**config.mk**
```make
export PLATFORM = sky130hd
export DESIGN_NAME = button_debounce_press_classifier
export DESIGN_NICKNAME = d
export VERILOG_FILES = /design/src/rtl/bdpc_pkg.sv /design/src/rtl/bdpc_lane.sv /design/src/rtl/bdpc_skid.sv /design/src/rtl/button_debounce_press_classifier.sv
export SDC_FILE = /design/constraint.sdc
export NUM_CORES = 2
export LEC_CHECK = 0
export BUFFER_PORTS_ARGS = -buffer_cell sky130_fd_sc_hd__buf_2
export CORE_MARGIN = 2
export CORE_UTILIZATION = 60
export CTS_CLUSTER_DIAMETER = 120
export DETAILED_ROUTE_END_ITERATION = 16
export PLACE_DENSITY = 0.8
export SLEW_MARGIN = 20
export SYNTH_ARGS = -nofsm -noshare
export SYNTH_HDL_FRONTEND = slang
export SYNTH_SLANG_ARGS = --single-unit
```
**constraint.sdc**
```tcl
create_clock -name clk -period 10.4 [get_ports clk]
set_input_delay 2.6 -clock clk [delete_from_list [all_inputs] [get_ports clk]]
set_output_delay 2.6 -clock clk [all_outputs]
set_load 0.01 [all_outputs]
```
**src/rtl/bdpc_pkg.sv**
```systemverilog
// ----------------------------------------------------------------------------
// bdpc_pkg: shared types and constants of the button debounce classifier
// Register map, reset values of the timing registers and the lane settings.
// ----------------------------------------------------------------------------
package bdpc_pkg;

	localparam int CFG_DATA_W = 16;
	localparam int CFG_IDX_W  = 3;

	typedef enum logic [CFG_IDX_W-1:0] {
		REG_STARTUP_BLANK = 3'd0,
		REG_POLL_INTERVAL = 3'd1,
		REG_DEBOUNCE      = 3'd2,
		REG_LONG_PRESS    = 3'd3,
		REG_SHORT_WINDOW  = 3'd4
	} cfg_reg_t;

	localparam logic [15:0] STARTUP_BLANK_RST = 16'd500;
	localparam logic [7:0]  POLL_INTERVAL_RST = 8'd10;
	localparam logic [7:0]  DEBOUNCE_RST      = 8'd20;
	localparam logic [15:0] LONG_PRESS_RST    = 16'd1000;
	localparam logic [15:0] SHORT_WINDOW_RST  = 16'd500;

	// Timing settings that every button lane sees.
	typedef struct packed {
		logic [7:0]  debounce_ms;
		logic [15:0] long_press_ms;
		logic [15:0] short_window_ms;
	} lane_cfg_t;

endpackage

```
**src/rtl/bdpc_lane.sv**
```systemverilog
// ----------------------------------------------------------------------------
// bdpc_lane: debounce and press classification for one button
// Holds the per-button state and updates it on every evaluated poll.
// ----------------------------------------------------------------------------
module bdpc_lane #(
	parameter int TIME_WIDTH = 32
) (
	input  logic                  clk,
	input  logic                  arst_n,
	input  logic                  poll,
	input  logic [TIME_WIDTH-1:0] now,
	input  bdpc_pkg::lane_cfg_t   cfg,
	input  logic                  raw,
	output logic                  long_hit,
	output logic                  short_hit,
	output logic                  level
);

	logic                  prev_q, deb_q, held_q, lf_q, sd_q;
	logic [TIME_WIDTH-1:0] edge_q, press_q;

	logic                  acc, lhit, shit;
	logic                  deb_n, held_n, lf_a, lf_n, sd_a, sd_b, sd_n;
	logic [TIME_WIDTH-1:0] edge_n, press_n, edge_el, press_el;

	always_comb begin
		edge_n   = (raw != prev_q) ? now : edge_q;
		edge_el  = now - edge_n;
		acc      = (edge_el > TIME_WIDTH'(cfg.debounce_ms)) && (raw != deb_q);
		deb_n    = acc ? raw : deb_q;
		press_n  = (acc && !raw) ? now : press_q;
		held_n   = acc ? !raw : held_q;
		lf_a     = acc ? 1'b0 : lf_q;
		sd_a     = (acc && !raw) ? 1'b0 : sd_q;
		press_el = now - press_n;
		lhit     = held_n && !lf_a && !deb_n &&
		           (press_el > TIME_WIDTH'(cfg.long_press_ms));
		lf_n     = lf_a | lhit;
		sd_b     = sd_a | lhit;
		// A release seen on the raw line inside the window flags a short press,
		// which also catches a glitch that never became a debounced press.
		shit     = !held_n && raw && deb_n && !sd_b &&
		           (edge_el < TIME_WIDTH'(cfg.short_window_ms));
		sd_n     = sd_b | shit;
	end

	always_ff @(posedge clk or negedge arst_n) begin
		if (!arst_n) begin
			prev_q  <= 1'b1;
			deb_q   <= 1'b1;
			held_q  <= 1'b0;
			lf_q    <= 1'b0;
			sd_q    <= 1'b0;
			edge_q  <= '0;
			press_q <= '0;
		end else if (poll) begin
			prev_q  <= raw;
			deb_q   <= deb_n;
			held_q  <= held_n;
			lf_q    <= lf_n;
			sd_q    <= sd_n;
			edge_q  <= edge_n;
			press_q <= press_n;
		end
	end

	assign long_hit  = poll && lhit;
	assign short_hit = poll && shit;
	assign level     = poll ? deb_n : deb_q;

	// A button is either held or not, so both flags can never fire together.
	a_hit_excl: assert property (@(posedge clk) disable iff (!arst_n)
		!(long_hit && short_hit))
		else $error("long and short press on the same tick");

	// Once a long press fired, it stays latched until a new level is accepted.
	a_long_once: assert property (@(posedge clk) disable iff (!arst_n)
		long_hit |=> (lf_q && !lhit))
		else $error("long press not latched");

endmodule

```
**src/rtl/bdpc_skid.sv**
```systemverilog
// ----------------------------------------------------------------------------
// bdpc_skid: two-entry output queue
// Lets the block take a new tick while a finished result waits downstream.
// ----------------------------------------------------------------------------
module bdpc_skid #(
	parameter int WIDTH = 12
) (
	input  logic             clk,
	input  logic             arst_n,
	input  logic             push,
	input  logic [WIDTH-1:0] push_data,
	output logic             full,
	output logic             out_valid,
	input  logic             out_stall,
	output logic [WIDTH-1:0] out_data
);

	logic [WIDTH-1:0] mem_q [2];
	logic             wr_ptr_q, rd_ptr_q;
	logic [1:0]       count_q;
	logic             pop;

	assign full      = (count_q == 2'd2);
	assign out_valid = (count_q != 2'd0);
	assign pop       = out_valid && !out_stall;
	assign out_data  = mem_q[rd_ptr_q];

	always_ff @(posedge clk) begin
		if (push) begin
			mem_q[wr_ptr_q] <= push_data;
		end
	end

	always_ff @(posedge clk or negedge arst_n) begin
		if (!arst_n) begin
			wr_ptr_q <= 1'b0;
			rd_ptr_q <= 1'b0;
			count_q  <= 2'd0;
		end else begin
			if (push) begin
				wr_ptr_q <= !wr_ptr_q;
			end
			if (pop) begin
				rd_ptr_q <= !rd_ptr_q;
			end
			if (push && !pop) begin
				count_q <= count_q + 2'd1;
			end else if (pop && !push) begin
				count_q <= count_q - 2'd1;
			end
		end
	end

	a_no_overflow: assert property (@(posedge clk) disable iff (!arst_n)
		full |-> !push)
		else $error("push into a full output queue");

	a_count_range: assert property (@(posedge clk) disable iff (!arst_n)
		count_q != 2'd3)
		else $error("output queue count out of range");

	a_ptr_match: assert property (@(posedge clk) disable iff (!arst_n)
		(count_q == 2'd0 || count_q == 2'd2) |-> (wr_ptr_q == rd_ptr_q))
		else $error("queue pointers disagree with count");

endmodule

```
**src/rtl/button_debounce_press_classifier.sv**
```systemverilog
// Each result beat is registered in the output queue as its tick is accepted.
// Throughput: one tick per clock cycle unless the output queue is full; each lane
// registers its new state on a polled tick and the next tick reads it straight back.
// A two-entry output queue stalls the input only when both entries hold waiting beats.
// Reset clears the time base and the queue, puts all button state at released,
// and loads the default timing registers; no clearing pass is needed.
// ----------------------------------------------------------------------------
// button_debounce_press_classifier: debounce and long/short press detection
// Each input beat is one millisecond tick carrying the raw active-low button
// levels. One lane per button does the debounce and classification; the
// press flags of all lanes are merged into masks and queued for output.
// ----------------------------------------------------------------------------
module button_debounce_press_classifier #(
	parameter int NUM_BUTTONS = 4,
	parameter int TIME_WIDTH  = 32
) (
	input  logic                              clk,
	input  logic                              arst_n,
	// Configuration write port.
	input  logic                              cfg_wr_en,
	input  logic [bdpc_pkg::CFG_IDX_W-1:0]    cfg_index,
	input  logic [bdpc_pkg::CFG_DATA_W-1:0]   cfg_data,
	// Tick input channel.
	input  logic                              in_valid,
	output logic                              in_stall,
	input  logic [NUM_BUTTONS-1:0]            raw_levels,
	// Result channel.
	output logic                              out_valid,
	input  logic                              out_stall,
	output logic [NUM_BUTTONS-1:0]            long_press_mask,
	output logic [NUM_BUTTONS-1:0]            short_press_mask,
	output logic [NUM_BUTTONS-1:0]            stable_levels
);

	localparam int PAYLOAD_W = 3 * NUM_BUTTONS;

	// Timing registers.
	logic [15:0] startup_q;
	logic [7:0]  poll_iv_q;
	logic [7:0]  debounce_q;
	logic [15:0] long_q;
	logic [15:0] short_q;

	// Time base and poll scheduling.
	logic [TIME_WIDTH-1:0] tick_q;
	logic [TIME_WIDTH-1:0] last_poll_q;
	logic                  blank_over_q;

	logic                  accept, blank_ok, poll;
	logic [TIME_WIDTH-1:0] since_poll;
	bdpc_pkg::lane_cfg_t   lane_cfg;

	logic [NUM_BUTTONS-1:0] long_hit, short_hit, level;
	logic                   queue_full;
	logic [PAYLOAD_W-1:0]   out_data;

	always_ff @(posedge clk or negedge arst_n) begin
		if (!arst_n) begin
			startup_q  <= bdpc_pkg::STARTUP_BLANK_RST;
			poll_iv_q  <= bdpc_pkg::POLL_INTERVAL_RST;
			debounce_q <= bdpc_pkg::DEBOUNCE_RST;
			long_q     <= bdpc_pkg::LONG_PRESS_RST;
			short_q    <= bdpc_pkg::SHORT_WINDOW_RST;
		end else if (cfg_wr_en) begin
			case (cfg_index)
				bdpc_pkg::REG_STARTUP_BLANK: startup_q  <= cfg_data[15:0];
				bdpc_pkg::REG_POLL_INTERVAL: poll_iv_q  <= cfg_data[7:0];
				bdpc_pkg::REG_DEBOUNCE:      debounce_q <= cfg_data[7:0];
				bdpc_pkg::REG_LONG_PRESS:    long_q     <= cfg_data[15:0];
				bdpc_pkg::REG_SHORT_WINDOW:  short_q    <= cfg_data[15:0];
				default: begin
				end
			endcase
		end
	end

	assign in_stall = queue_full;
	assign accept   = in_valid && !in_stall;

	// The tick count itself is the time since reset, so blanking ends once it
	// reaches the blanking length; after that the flag keeps it over, even
	// when the count wraps.
	assign blank_ok   = blank_over_q || (tick_q >= TIME_WIDTH'(startup_q));
	assign since_poll = tick_q - last_poll_q;
	assign poll       = accept && blank_ok && (since_poll >= TIME_WIDTH'(poll_iv_q));

	always_ff @(posedge clk or negedge arst_n) begin
		if (!arst_n) begin
			tick_q       <= '0;
			last_poll_q  <= '0;
			blank_over_q <= 1'b0;
		end else if (accept) begin
			tick_q <= tick_q + TIME_WIDTH'(1);
			if (blank_ok) begin
				blank_over_q <= 1'b1;
			end
			if (poll) begin
				last_poll_q <= tick_q;
			end
		end
	end

	assign lane_cfg.debounce_ms     = debounce_q;
	assign lane_cfg.long_press_ms   = long_q;
	assign lane_cfg.short_window_ms = short_q;

	// One lane per button, all sharing the same poll strobe and time stamp.
	for (genvar i = 0; i < NUM_BUTTONS; i++) begin : g_lane
		bdpc_lane #(
			.TIME_WIDTH(TIME_WIDTH)
		) u_lane (
			.clk      (clk),
			.arst_n   (arst_n),
			.poll     (poll),
			.now      (tick_q),
			.cfg      (lane_cfg),
			.raw      (raw_levels[i]),
			.long_hit (long_hit[i]),
			.short_hit(short_hit[i]),
			.level    (level[i])
		);
	end

	// Merge stage: the lane flags are gathered into one result beat, which is
	// queued so that one waiting result does not hold up the next tick; two do.
	bdpc_skid #(
		.WIDTH(PAYLOAD_W)
	) u_skid (
		.clk      (clk),
		.arst_n   (arst_n),
		.push     (accept),
		.push_data({long_hit, short_hit, level}),
		.full     (queue_full),
		.out_valid(out_valid),
		.out_stall(out_stall),
		.out_data (out_data)
	);

	assign long_press_mask  = out_data[3*NUM_BUTTONS-1:2*NUM_BUTTONS];
	assign short_press_mask = out_data[2*NUM_BUTTONS-1:NUM_BUTTONS];
	assign stable_levels    = out_data[NUM_BUTTONS-1:0];

endmodule
```
-- Word level (Yosys, flattened, before mapping)
Memory sizes are Yosys's and may differ from the RTL's.
Cells that the tools add are included.
- memory bits (read-only): 0
- output and inout bits: 14
- memories kept: 1
- latch bits: 0
- memory bits (writable): 24
- logic and storage cells: 210
- bits in registers: 409
- bits of input ports: 28
- mux-type cells: 32
- order comparisons: 14
- reduce and logical (&&, ||, !) cells: 87
- divide/modulo/power cells: 0
- add/subtract/negate cells: 12
- eq/ne operators: 13
- bitwise gates (word level): 12
- shifts and indexed selects: 0
- multipliers: 0
- memory list (memory ; words ; width ; rd ports ; clocked after memory_dff ; write ports ; line ; RTL):
    u_skid.mem_q ; 2 ; 12 ; 1 ; 0 ; 1 ; bdpc_skid.sv:18 ; logic [WIDTH-1:0] mem_q [2];
- operators by type and width (cell ; count):
    $sub 32x32->32 ; 9
    $mux 32 ; 8
    $gt 32x16->1 ; 4
    $gt 32x8->1 ; 4
    $lt 32x16->1 ; 4
    $logic_and 1x1->1 ; 50
    $add 32x1->32 const B ; 1
    $ge 32x16->1 ; 1
    $ge 32x8->1 ; 1
    $logic_not 1->1 ; 26
    $mux 1 ; 22
    $reduce_and 2->1 ; 7
    $or 1x1->1 ; 12
    $ne 1x1->1 ; 8
    $eq 3x2->1 const B ; 2
    $mux 2 ; 2
    $reduce_bool 2->1 ; 2
    $eq 3x1->1 const B ; 1
    $eq 3x3->1 const B ; 1
    $logic_not 3->1 ; 1
    $add 2x1->2 const B ; 1
    $eq 2x2->1 const B ; 1
    $sub 2x1->2 const B ; 1
    $logic_or 1x1->1 ; 1

-- Logic depth before layout (Yosys ltp)
- depth after elaboration: 15
- gate-level depth with buffers: 57

-- By module
A second synthesis with hierarchy kept.
- cells, all modules: 5521
- area, all modules: 45497.4 um^2
- by module, submodules not included (module ; area each (um^2) ; times used ; sequential area each (um^2) ; cells an instance):
    bdpc_lane (g_lane[0].u_lane ...) ; 8805.9 ; 3 ; 1729.2 ; 1101
    bdpc_lane (g_lane[1].u_lane) ; 9241.4 ; 1 ; 1729.2 ; 1173
    button_debounce_press_classifier ; 8767.2 ; 1 ; 3255.6 ; 992
    bdpc_skid ; 1071.0 ; 1 ; 820.8 ; 53

-- Worst setup path after synthesis
No wires, ideal clock.
- kind: input port to flip-flop
- start point: input port raw_levels[2]
- end point: register g_lane[2].u_lane.sd_q
- required time: 10.279 ns
- library setup time: 0.121 ns
- arrival time: 13.519 ns
- stages on the path: 48
- setup slack: -3.240 ns
- path through: buf_2 -> xnor2_2 -> buf_4 -> clkbuf_1 -> clkbuf_1 -> buf_1 -> mux2i_1 -> ha_1 -> clkbuf_1 -> a21o_1 -> a21o_1 -> a221oi_1 -> nor2_1 -> nor3_1 -> o2111ai_1 -> or4_4 -> nor4_4 -> nand4b_1 -> [12 not listed] -> nand3b_1 -> o21a_1 -> and2_1 -> a21o_1 -> a21oi_1 -> xnor2_1 -> ha_1 -> nand4_1 -> nor3_1 -> a2111oi_0 -> o221ai_1 -> a311oi_1 -> nand4_1 -> nor4_1 -> and4_1 -> a21o_1 -> o21ai_1 -> a22o_1
- cells in the longest elaborated chain, start to end: 15
- ends and longest elaborated chain (element ; line ; RTL):
    start: declaration ; button_debounce_press_classifier.sv:26 ; input logic [NUM_BUTTONS-1:0] raw_levels,
    $ne 1x1->1 ; bdpc_lane.sv:27 ; edge_n = (raw != prev_q) ? now : edge_q;
    $mux 32 ; bdpc_lane.sv:27 ;
    $sub 32x32->32 ; bdpc_lane.sv:28 ; edge_el = now - edge_n;
    $gt 32x8->1 ; bdpc_lane.sv:29 ; acc = (edge_el > TIME_WIDTH'(cfg.debounce_ms)) && (raw != deb_q);
    $logic_and 1x1->1 ; bdpc_lane.sv:29 ;
    $logic_and 1x1->1 / $mux 1 (equally long branches) ; bdpc_lane.sv:31, bdpc_lane.sv:34, bdpc_lane.sv:33 ;
    $mux 32 / $logic_not 1->1 (equally long branches) ; bdpc_lane.sv:31, bdpc_lane.sv:36 ;
    $sub 32x32->32 / $logic_and 1x1->1 (equally long branches) ; bdpc_lane.sv:35, bdpc_lane.sv:36 ;
    $gt 32x16->1 / $logic_and 1x1->1 (equally long branches) ; bdpc_lane.sv:37, bdpc_lane.sv:36 ;
    $logic_and 1x1->1 ; bdpc_lane.sv:36 ; lhit = held_n && !lf_a && !deb_n &&
    $or 1x1->1 ; bdpc_lane.sv:39 ; sd_b = sd_a | lhit;
    $logic_not 1->1 ; bdpc_lane.sv:42 ; shit = !held_n && raw && deb_n && !sd_b &&
    $logic_and 1x1->1 (2 in a row) ; bdpc_lane.sv:42 ;
    $or 1x1->1 * ; bdpc_lane.sv:44 ; sd_n = sd_b | shit;
    end signal: assignment ; bdpc_lane.sv:61 ; sd_q <= sd_n;
    end: declaration ; bdpc_lane.sv:19 ; logic prev_q, deb_q, held_q, lf_q, sd_q;
Mark *: on every way between the ends. The rest lies on a longest branch, timed or not.
A chain may end at the register's enable or synchronous reset.

-- Final worst setup path
- start point: input port raw_levels[3]
- end point: memory u_skid.mem_q[0][11], data pin
- cells in the longest elaborated chain, start to end: 11
- ends and longest elaborated chain (element ; line ; RTL):
    $ne 1x1->1 ; bdpc_lane.sv:27 ;
    $mux 32 ; bdpc_lane.sv:27 ;
    $sub 32x32->32 ; bdpc_lane.sv:28 ;
    $gt 32x8->1 ; bdpc_lane.sv:29 ;
    $logic_and 1x1->1 ; bdpc_lane.sv:29 ;
    $logic_and 1x1->1 / $mux 1 (equally long branches) ; bdpc_lane.sv:31, bdpc_lane.sv:33 ;
    $mux 32 / $logic_not 1->1 (equally long branches) ; bdpc_lane.sv:31, bdpc_lane.sv:36 ;
    $sub 32x32->32 / $logic_and 1x1->1 (equally long branches) ; bdpc_lane.sv:35, bdpc_lane.sv:36 ;
    $gt 32x16->1 / $logic_and 1x1->1 (equally long branches) ; bdpc_lane.sv:37, bdpc_lane.sv:36 ;
    $logic_and 1x1->1 * ; bdpc_lane.sv:36 ;
    $logic_and 1x1->1 * ; bdpc_lane.sv:67 ; assign long_hit = poll && lhit;
    named net g_lane[3].u_lane.long_hit ; bdpc_lane.sv:14 ; output logic long_hit,
    end: declaration ; bdpc_skid.sv:18 ;
The timed path passes the listed nets; every way through them passes the cells marked *.

==> results_dict.tcl <==
set metrics [dict create \
    crit_fanout 8 \
    synth_simple_gate_area_share_pct 19.8 \
    synth_edf_count 24 \
    core_area_um2 68700 \
    setup_repair_after_global_routing_missed_its_margin "true" \
    clock_tree_from_tritoncts "built" \
    power.total_w 0.0225 \
    yosys_register_bits 433 \
    slowest_delay_ns 0.72 \
    post_synth_xor_area_fraction_pct 5.31 \
    peak_clock_frequency_supported_by_timing_mhz 79.6 \
    synth-compound-area-share_pct 23.4 \
    drt-initial-drc-count 4754 \
    clock-root-buffer "clkbuf_16" \
    via_count 46600 \
    met3_usage_pct 12.3 \
    count_of_input_and_output_buffers 41 \
    clock_transition_at_the_registers_of_the_reported_paths_ns 0.06 \
    die_w_um 268 \
    post-dp-hpwl_um 121000 \
    ir_drop_mv 0.372 \
    fin_crit_sh_pct 121 \
    post-route-cell-area_um2 55400 \
    pin_count 42 \
    max_cap_violations 1 \
    design.final.nets 6687 \
    async_flop_share_pct 94.5 \
    final_layout_size_suffix_gt1_share_pct 29.2 \
    min_path_type "flop to flop" \
    grt_remaining_overflow 0 \
    gr-usage-all-layers_pct 45.7 \
    timing.final.hold_violations 0 \
    global_route.usage.met2_pct 72.7 \
    path_common_cell "o21ai_2" \
    detail_route.wl_per_cell_um 23.9 \
    height_of_the_die_um 268 \
    combinational_family_with_the_most_area_after_synthesis "compound AO/OA/AOI/OAI gates" \
    syn-mean-instance-area_um2 8.10 \
    setup.worst_path.start_class "input port" \
    syn_nets 5602 \
    commonest_register_cell_after_synthesis "dfrtp_1" \
    min_period_ns 12.56 \
    detail_route.first_pass.iterations 10 \
    post-route-worst-setup-slack_ns -2.16 \
    static_power_due_to_leakage_nw 26.2 \
    syn-cell-area_um2 41800 \
    cp_data_required_time_ns 10.79 \
    syn_to_final_growth_pct 32.6 \
    post_synth_mux_area_share_pct 6.86 \
    cts_max_path_buffers 3 \
    setup_total_negative_slack_ns -22.16 \
    maxSlewViolCount 2 \
    cts_made_buffers 53 \
    hold-worst-slack_ns 0.467 \
    max_slew.worst_pin.slew_ns 1.79 \
    setup_viol 16 \
    grt_start_max_net_pins 168 \
    failed_checks "max-capacitance violations, max-slew violations, negative setup slack" \
    grt_pass1_wl_um 253000 \
    site_rows 96 \
    detailed_place.area_um2 51300 \
    final_estimated_routing_congestion_in_global_placement 1.04 \
    synth_seq_area_share_pct 26.3 \
    first_global_vias 45500 \
    slowest_cell_on_the_critical_path "xor2_2" \
    grt.busiest_layer "met2" \
    final_antenna_net_count 0 \
    die_area_um2 71700 \
    worstSetupPathType "input port to flop" \
    detail_route.wirelength_um 173000 \
    clkLatencyLatePin_ns 0.67 \
    vias_per_cell 6.45 \
    synth_adder_area_share_pct 13.7 \
    remaining_drc_errors 0 \
    run_status "finished, violations left" \
    synth.yosys.warnings 0 \
    h_tree_levels 2 \
    clock-skew-final_ns 0.0438 \
    cts_num_sinks 433 \
    timing.slew.headroom_pct -20.6 \
    fillCellCount 4516 \
    crit_arrival_ns 12.95 \
    initial_core_util_pct 60.8 \
    grt.met1_usage_pct 52.5 \
    power_density_nw_per_um2 407 \
    yosys.cell_types.count 119 \
    syn_inst_count 5156 \
    grt_antenna_before_repair 11 \
    crit_path_end_kind "flop" \
]
[kinds of logic after synthesis]
group,Yosys count
AOI/OAI and AO/OA,1550
xor gates and xnor gates,248
buffers and inverters,492
and+or+nand+nor,1694
DFF,433
adders and majority gates,464
muxes,275
[critical path, delay by kind of cell]
family / cells / cell delay, ns
compound gates: 24 / 4.74
xor+xnor: 2 / 0.87
fa+ha+maj: 3 / 0.88
simple gates: 13 / 2.18
mux: 1 / 0.28
buf+inv: 7 / 1.32
[through the flow]
step                utilization, %  instances  setup WS [ns]
finish                        80.6       7220          -2.16
global route                  80.6       7217          -2.47
CTS                           78.9       7181          -1.12
detailed placement            74.7       7025          -2.43
global placement              74.7       7025          -2.80
floorplan                        -       5156          -1.41
[worst paths after layout]
kind / from / endpoint / slack (ns) / cells after the start
worst max register to register: g_lane[3].u_lane.prev_q$_DFFE_PN1P_ / u_skid.mem_q[0][11]$_DFFE_PP_ / -0.47 / 49
worst min register to register: blank_over_q$_DFFE_PN0P_ / blank_over_q$_DFFE_PN0P_ / 0.47 / 1
worst max-delay path: raw_levels[3] / u_skid.mem_q[0][11]$_DFFE_PP_ / -2.16 / 50
max in group asynchronous: arst_n / g_lane[1].u_lane.press_q[16]$_DFFE_PN0P_ / 6.96 / 2
min in group asynchronous: arst_n / g_lane[3].u_lane.edge_q[2]$_DFFE_PN0P_ / 1.94 / 1
worst min-delay path: blank_over_q$_DFFE_PN0P_ / blank_over_q$_DFFE_PN0P_ / 0.47 / 1
[what timing repair did]
item | CTS | global route
pin swaps | 126 | 124
endpoints found under the setup margin | 16 | 16
gates cloned | 3 | 0
gates resized for setup | 159 | 167
hold buffers | 0 | 0
buffers inserted | 54 | 36
[power by group]
part	total [W]	switching, W	internal [W]
registers	0.00285	0.000494	0.00235
logic	0.0178	0.00937	0.00844
clock network	0.00186	0.000834	0.00102
total	0.0225	0.0107	0.0118
[routing by layer]
metal / up-vias / part of all wire [%] / wire (um)
met5: - / 0.18 / 317
met4: 14 / 9.2 / 15900
met3: 948 / 11 / 19600
met2: 2717 / 44 / 75300
met1: 22000 / 36 / 61700
li1: 21000 / - / -
[synthesized netlist by cell type, drive strengths merged (40+ instances only)]
master	count	area, um^2
xor2	95	855
buf	53	270
nand3	109	551
o21ai	377	1910
and3	40	250
nor2	491	1840
maj3	46	463
nor3	97	490
a31oi	50	313
a21o	130	976
clkbuf	193	724
nand4	93	582
nor2b	106	663
xnor2	153	1360
nand2	448	1680
nand2b	106	663
mux2	91	1020
inv	242	908
dfrtp	379	9480
o21a	41	308
mux2i	184	1840
ha	413	5170
a211oi	40	305
a21oi	539	2710
[flip-flops by register name, indices dropped and copies added, names as in the netlist, 8 cells and up]
signal and count:
startup_q 16, short_q 16, last_poll_q 32, debounce_q 8
tick_q 32, u_skid.mem_q 24, g_lane.u_lane.edge_q 128, long_q 16
poll_iv_q 8, g_lane.u_lane.press_q 128
[layout make-up]
| cell class | count | area, um^2 | area share [%] |
|---|---|---|---|
| clock buffer | 82 | 1540 | 2.77 |
| antenna | 4 | 10.0 | 0.0181 |
| sequential | 433 | 11000 | 19.9 |
| tap | 931 | 1160 | 2.10 |
| timing repair buffer | 1276 | 9900 | 17.9 |
| multi-input combinational | 4231 | 30700 | 55.4 |
| inverter | 246 | 928 | 1.68 |
| clock inverter | 17 | 153 | 0.276 |
[cell usage in the layout (no fill, tap or decap), drive strengths merged, types with 31 or more instances in the layout]
master,instances
nand2b,106
nor2b,106
o21a,41
nor2,491
o21bai,39
nor3,97
and2,31
a21oi,539
nand3,109
dfrtp,379
mux2,91
nor4,39
and3,40
mux2i,184
nand4,93
o21ai,377
a31oi,50
maj3,46
nand2,448
a211oi,40
xnor2,153
o211ai,32
a21o,130
xor2,95
inv,245
buf,1274
clkbuf,82
ha,413
No activity file was read; power rests on OpenSTA's default activity.
